$ cat src/sv/assert_macros.svh
// ----------------------------------------------------------------------------
// Assertion helper macros shared by the clipper RTL.
// ----------------------------------------------------------------------------
`ifndef ASSERT_MACROS_SVH
`define ASSERT_MACROS_SVH

// The condition must hold in the same cycle as the trigger.
`define ASSERT_IMPL(lbl, clk, rst_n, trig, cond) \
    lbl: assert property (@(posedge clk) disable iff (!rst_n) (trig) |-> (cond)) \
        else $error("assertion failed");

// The condition must hold in the cycle after the trigger.
`define ASSERT_NEXT(lbl, clk, rst_n, trig, cond) \
    lbl: assert property (@(posedge clk) disable iff (!rst_n) (trig) |=> (cond)) \
        else $error("assertion failed");

`endif

$ cat src/sv/lwc_pkg.sv
// ----------------------------------------------------------------------------
// lwc_pkg
// Shared constants and types of the line window clipper.
// ----------------------------------------------------------------------------
package lwc_pkg;

    // Default coordinate and parameter fraction widths.
    localparam int COORD_BITS_DEF = 12;
    localparam int FRAC_BITS_DEF  = 16;

    // One divider lane for each window edge.
    localparam int NUM_LANES = 4;

    // Configuration register indexes.
    localparam logic [1:0] REG_LEFT   = 2'd0;
    localparam logic [1:0] REG_RIGHT  = 2'd1;
    localparam logic [1:0] REG_BOTTOM = 2'd2;
    localparam logic [1:0] REG_TOP    = 2'd3;

    // Lane order follows the edge test order.
    localparam int LANE_LEFT   = 0;
    localparam int LANE_RIGHT  = 1;
    localparam int LANE_BOTTOM = 2;
    localparam int LANE_TOP    = 3;

    // Sign and zero flags of one edge test, carried beside the quotient.
    typedef struct packed {
        logic p_zero;
        logic p_neg;
        logic q_neg;
    } t_lane_flags;

endpackage

$ cat src/sv/lwc_div_cell.sv
// ----------------------------------------------------------------------------
// lwc_div_cell
// One restoring division step for every edge lane, plus a register
// stage for the segment data that rides along with the quotients.
// ----------------------------------------------------------------------------
module lwc_div_cell
    import lwc_pkg::*;
#(
    parameter int COORD_BITS = COORD_BITS_DEF,
    parameter int FRAC_BITS  = FRAC_BITS_DEF,
    localparam int NQ        = COORD_BITS + FRAC_BITS,
    localparam int SW        = 4 * COORD_BITS + 2
) (
    input  logic                  i_clk,
    input  logic                  i_rst_n,
    input  logic                  i_adv,
    input  logic                  i_valid,
    input  logic [COORD_BITS-1:0] i_rem  [NUM_LANES],
    input  logic [NQ-1:0]         i_num  [NUM_LANES],
    input  logic [NQ-1:0]         i_quo  [NUM_LANES],
    input  logic [COORD_BITS-1:0] i_den  [NUM_LANES],
    input  t_lane_flags           i_flg  [NUM_LANES],
    input  logic [SW-1:0]         i_side,
    output logic                  o_valid,
    output logic [COORD_BITS-1:0] o_rem  [NUM_LANES],
    output logic [NQ-1:0]         o_num  [NUM_LANES],
    output logic [NQ-1:0]         o_quo  [NUM_LANES],
    output logic [COORD_BITS-1:0] o_den  [NUM_LANES],
    output t_lane_flags           o_flg  [NUM_LANES],
    output logic [SW-1:0]         o_side
);

    logic [COORD_BITS-1:0] n_rem [NUM_LANES];
    logic [NUM_LANES-1:0]  n_bit;

    // Shift in the next dividend bit and subtract the divisor where it fits.
    always_comb begin
        logic [COORD_BITS:0] t;
        for (int l = 0; l < NUM_LANES; l++) begin
            t        = {i_rem[l], i_num[l][NQ-1]};
            n_bit[l] = (t >= {1'b0, i_den[l]});
            if (n_bit[l]) begin
                n_rem[l] = COORD_BITS'(t - {1'b0, i_den[l]});
            end else begin
                n_rem[l] = t[COORD_BITS-1:0];
            end
        end
    end

    // Stage valid.
    always_ff @(posedge i_clk) begin
        if (!i_rst_n) begin
            o_valid <= 1'b0;
        end else if (i_adv) begin
            o_valid <= i_valid;
        end
    end

    // Stage payload.
    always_ff @(posedge i_clk) begin
        if (i_adv) begin
            for (int l = 0; l < NUM_LANES; l++) begin
                o_rem[l] <= n_rem[l];
                o_num[l] <= {i_num[l][NQ-2:0], 1'b0};
                o_quo[l] <= {i_quo[l][NQ-2:0], n_bit[l]};
                o_den[l] <= i_den[l];
                o_flg[l] <= i_flg[l];
            end
            o_side <= i_side;
        end
    end

endmodule

$ cat config.mk
export PLATFORM = sky130hd
export DESIGN_NAME = lwc_div_cell
export DESIGN_NICKNAME = d
export VERILOG_FILES = /design/src/sv/assert_macros.svh /design/src/sv/lwc_pkg.sv /design/src/sv/lwc_div_cell.sv
export SDC_FILE = /design/constraint.sdc
export NUM_CORES = 1
export LEC_CHECK = 0
export BUFFER_PORTS_ARGS = -buffer_cell sky130_fd_sc_hd__buf_2
export CAP_MARGIN = 20
export CORE_AREA = 10 10 289 291
export DETAILED_ROUTE_END_ITERATION = 8
export DIE_AREA = 0 0 299 301
export MAX_ROUTING_LAYER = met4
export PLACE_DENSITY = 0.5
export RECOVER_POWER = 25
export SLEW_MARGIN = 20
export SYNTH_ARGS = -nofsm -noshare
export SYNTH_HDL_FRONTEND = slang
export SYNTH_SLANG_ARGS = --single-unit
$ cat constraint.sdc
create_clock -name i_clk -period 4.55 [get_ports i_clk]
set_input_delay 0.455 -clock i_clk [delete_from_list [all_inputs] [get_ports i_clk]]
set_output_delay 0.455 -clock i_clk [all_outputs]
set_load 0.02 [all_outputs]
* Yosys cells after proc, flatten, opt, wreduce, memory -nomap -nowiden
Index checks and enable logic that the tools add are counted. Widths: inputs -> output; s select.
Storage, ports and cells: memory bits (writable) 0, bits of input ports 386, word-level logic and storage cells 42, memories kept 0, bits in registers 379, bits in latches 0, output and inout bits 383, memory bits (read-only) 0
Cells by class: mux-type cells 4, reduce and logical (&&, ||, !) cells 0, order comparisons 4, shift-type cells 0, $add $sub $neg 4, div/mod/pow operators 0, bitwise logic cells 0, equal/unequal tests 0, multiply operators 0
Operators by type and width (count):
- $ge 13x12->1 | 4
- $mux 12 | 4
- $sub 12x12->12 | 4

* Logic depth before layout (Yosys ltp)
word-level depth 2, depth in mapped cells 11

* Worst setup path after synthesis
OpenSTA, ideal clock, no wires.
path type input -> register, start in i_den[1] (netlist bit), end reg o_rem[10] (netlist bit) (data pin), arrival 2.628 ns, setup slack 1.661 ns, buffers on the path 1, setup time 0.260 ns, cell stages on the path 10, cells stage by stage inv_1 ha_1 nor2b_4 o31a_1 or3_4 a21oi_4 a21oi_2 a2111oi_4 buf_6 mux2_4
RTL lines:
- from (decl) | line lwc_div_cell.sv:21 | input logic [COORD_BITS-1:0] i_den [NUM_LANES],
- to (signal, indexed assignment) | line lwc_div_cell.sv:63 | o_rem[l] <= n_rem[l];
- to (decl) | line lwc_div_cell.sv:25 | output logic [COORD_BITS-1:0] o_rem [NUM_LANES],

==> impl_metrics.yaml <==
worst_setup_path:
  end_kind: "flop"
  crit_fanout: 8
  crit_buf_inv: 3
  crit_chain: "clkbuf_1 > inv_1 > ha_1 > nor2b_4 > o31a_1 > or3_4 > a21oi_4 > a21oi_2 > a2111oi_4 > buf_4 > mux2_2"
  cp.arrival_ps: 3240
  criticalPathCategory: "in2reg"
  worst_setup_path_start_kind: "primary input"
  critical_path.max_stage_delay_ps: 570
  path_delay_family: "compound AO/OA/AOI/OAI gates"
  cpMaxStageDelayCell: "a2111oi_4"
  required_ps: 4870
yosys:
  yosysWarnings: 0
  synth_top_cell_by_area: "edfxtp_1"
  synth_enable_flop_cells: 378
  ys_ff_latch: 379
  synth-seq-area-share: 0.7927
  synth.distinct_cells: 51
  synth_ff_type: "edfxtp_1"
  synth.most_common_cell: "edfxtp_1"
  syn_area_per_cell_um2: 18.58
  synth_commonest_cells: "378 x edfxtp_1, 64 x inv_1, 48 x ha_1"
  postSynth.asyncResetShare: 0
  synth_area_leaders: "edfxtp_1 79%, ha_1 4.2%, mux2_2 2.5%"
  syn_area_mm2: 0.01434
  synth_top_area_frac: 0.7913
  synth_cells: 772
cells_and_area:
  area_growth_pct: 51.19
  fill_cells: 8004
  final_nets: 2099
  final_util: 0.2804
  drive_gt1_frac: 0.4888
place:
  portBuffers: 760
  dpl_worst_slack_ps: 1083
  gp_congestion: 0.8772
  dp_hpwl_um: 48340
cts:
  h-tree-depth: 2
  clockBufferDepth: 3
  cts_tree: "yes"
  path_clk_slew_ps: 60
  clk_latency_ps: 570
  cts_root_buf: "clkbuf_16"
  cts_made_buffers: 44
  clock_sinks: 379
power:
  p_sw_frac: 0.2732
  leakage_uw: 0.009171
  totalPowerFinal_uw: 9299
  power_density_mw_per_mm2: 428.8
  internal_power_uw: 6758
  ir_drop_mv: 0.2942
  comb_power_share: 0.167
  p_sw_uw: 2540
  power_frac_seq: 0.462
  clockPowerShare: 0.371
routing:
  drt-vias-per-instance: 3.750
  vias: 10298
  dr.pass1.iters: 4
  wl_per_cell_um: 21.49
  drc: 0
  wirelength_um: 59020
  ant_nets: 0
  drt_iter0_markers: 509
timing:
  relSlewSlack: 0.4935
  max_slew.worst_pin.slew_ps: 759.8
  hold_violations: 0
  fmax_mhz: 342.0
  fin_ws_ps: 1626
  post-route-min-period_ps: 2924
  finalSetupTns_ps: 0
  slew_viol_final: 0
  finalSetupViolCount: 0
  hold_ws_ps: 49.58
  skew_ps: 0
  period_share: 0.6427
  rsz0062_at_grt: "false"
global_routing:
  grt_max_degree: 94
  first_global_vias: 11286
  use_met1: 0.1310
  use_met2: 0.2099
  grt_use_met3: 0.05713
  grt_pass1_wl_um: 81640
  antenna_found_initial: 17
  grt_usage: 0.1272
  grt-busiest-layer: "met2"
  grt_overflow: 0
die:
  die_area_mm2: 0.09000
  start_util: 0.1855
  die_w_um: 299
  ios: 769
  fp.dieH_um: 301
  rows: 102
  coreArea_mm2: 0.07734
worst_hold_path:
  hp-class: "in2reg"
job:
  cap_violations: 0
status:
  outcome: "completed"
-- layout make-up --
| cell class | count | area [um^2] | share of cell area |
|---|---|---|---|
| Tap cell | 1040 | 1301 | 0.06000 |
| Multi-Input combinational cell | 322 | 2680 | 0.1236 |
| Sequential cell | 379 | 11370 | 0.5243 |
| Clock buffer | 53 | 1135 | 0.05233 |
| Antenna cell | 12 | 30.03 | 0.001385 |
| Clock inverter | 26 | 266.5 | 0.01229 |
| Inverter | 64 | 240.2 | 0.01108 |
| Timing Repair Buffer | 850 | 4663 | 0.2150 |
-- cell usage in the layout, fill, tap and decap left out, drive strengths merged, types with 4 or more instances in the layout --
| cell type | Yosys | layout |
|---|---|---|
| nand3 | 11 | 11 |
| nor2b | 13 | 13 |
| buf | 8 | 716 |
| xnor2 | 18 | 18 |
| conb | 1 | 4 |
| diode | 0 | 12 |
| ha | 48 | 48 |
| inv | 64 | 67 |
| nor2 | 17 | 17 |
| edfxtp | 378 | 378 |
| o21ai | 18 | 18 |
| mux2i | 9 | 9 |
| a21o | 17 | 17 |
| xor2 | 14 | 14 |
| o21a | 8 | 8 |
| o31a | 4 | 4 |
| or2 | 4 | 4 |
| clkbuf | 2 | 106 |
| mux2 | 39 | 39 |
| nand2 | 17 | 17 |
| a21oi | 29 | 29 |
| and3 | 4 | 4 |
| fa | 4 | 4 |
| dlygate4sd3 | 0 | 81 |
| a2111oi | 4 | 4 |
| nor3 | 6 | 6 |
| nand2b | 5 | 5 |
| clkinv | 0 | 17 |
-- metal layers --
metal,vias up,share of wire
li1,4737,-
met4,0,0.032
met1,5007,0.36
met3,91,0.11
met2,463,0.50
met5,-,0
-- registers in the layout, indices dropped and copies added (netlist names) --
signal / count
o_flg: 12
o_side: 50
o_valid: 1
o_quo: 112
o_num: 108
o_den: 48
o_rem: 48
-- power by group through the flow --
stage / Sequential, uW / Clock [uW] / Combinational [uW]
6_report: 4290 / 3450 / 1550
2_1_floorplan: 4770 / 0 / 369
4_1_cts: 4300 / 3600 / 1590
5_1_grt: 4320 / 3730 / 1670
3_5_place_dp: 4370 / 0 / 1530
3_3_place_gp: 4360 / 0 / 1520
-- per-stage QoR --
step | std cells | cell area (um^2)
2_1_floorplan | 775 | 14360
3_3_place_gp | 2574 | 19510
3_5_place_dp | 2574 | 19510
4_1_cts | 2734 | 21720
5_1_grt | 2744 | 21680
6_report | 2746 | 21690
-- worst paths after layout --
check | startpoint | slack (ps) | to | cells after the start
setup reg to reg | o_valid | 3950 | o_valid | 2
setup / recovery | i_den[1] | 1630 | o_rem[2] | 11
hold / removal | i_num[47] | 50 | o_num[48] | 1
hold reg to reg | o_valid | 540 | o_valid | 2
-- repair_timing --
item,CTS,global route
gates resized for setup,0,0
hold endpoints to repair,81,0
hold buffers,81,0
buffers inserted,0,0
-- logic make-up after synthesis --
family / Yosys count / share of synthesized area
xor gates and xnor gates: 32 / 0.01954
buffers and inverters: 74 / 0.02155
AOI/OAI and AO/OA: 98 / 0.04719
muxes: 48 / 0.03873
DFF: 379 / 0.7927
adders and majority gates: 52 / 0.04745
other: 1 / 0.0002614
and+or+nand+nor: 88 / 0.03254
Power figures use the tool's default switching activity.
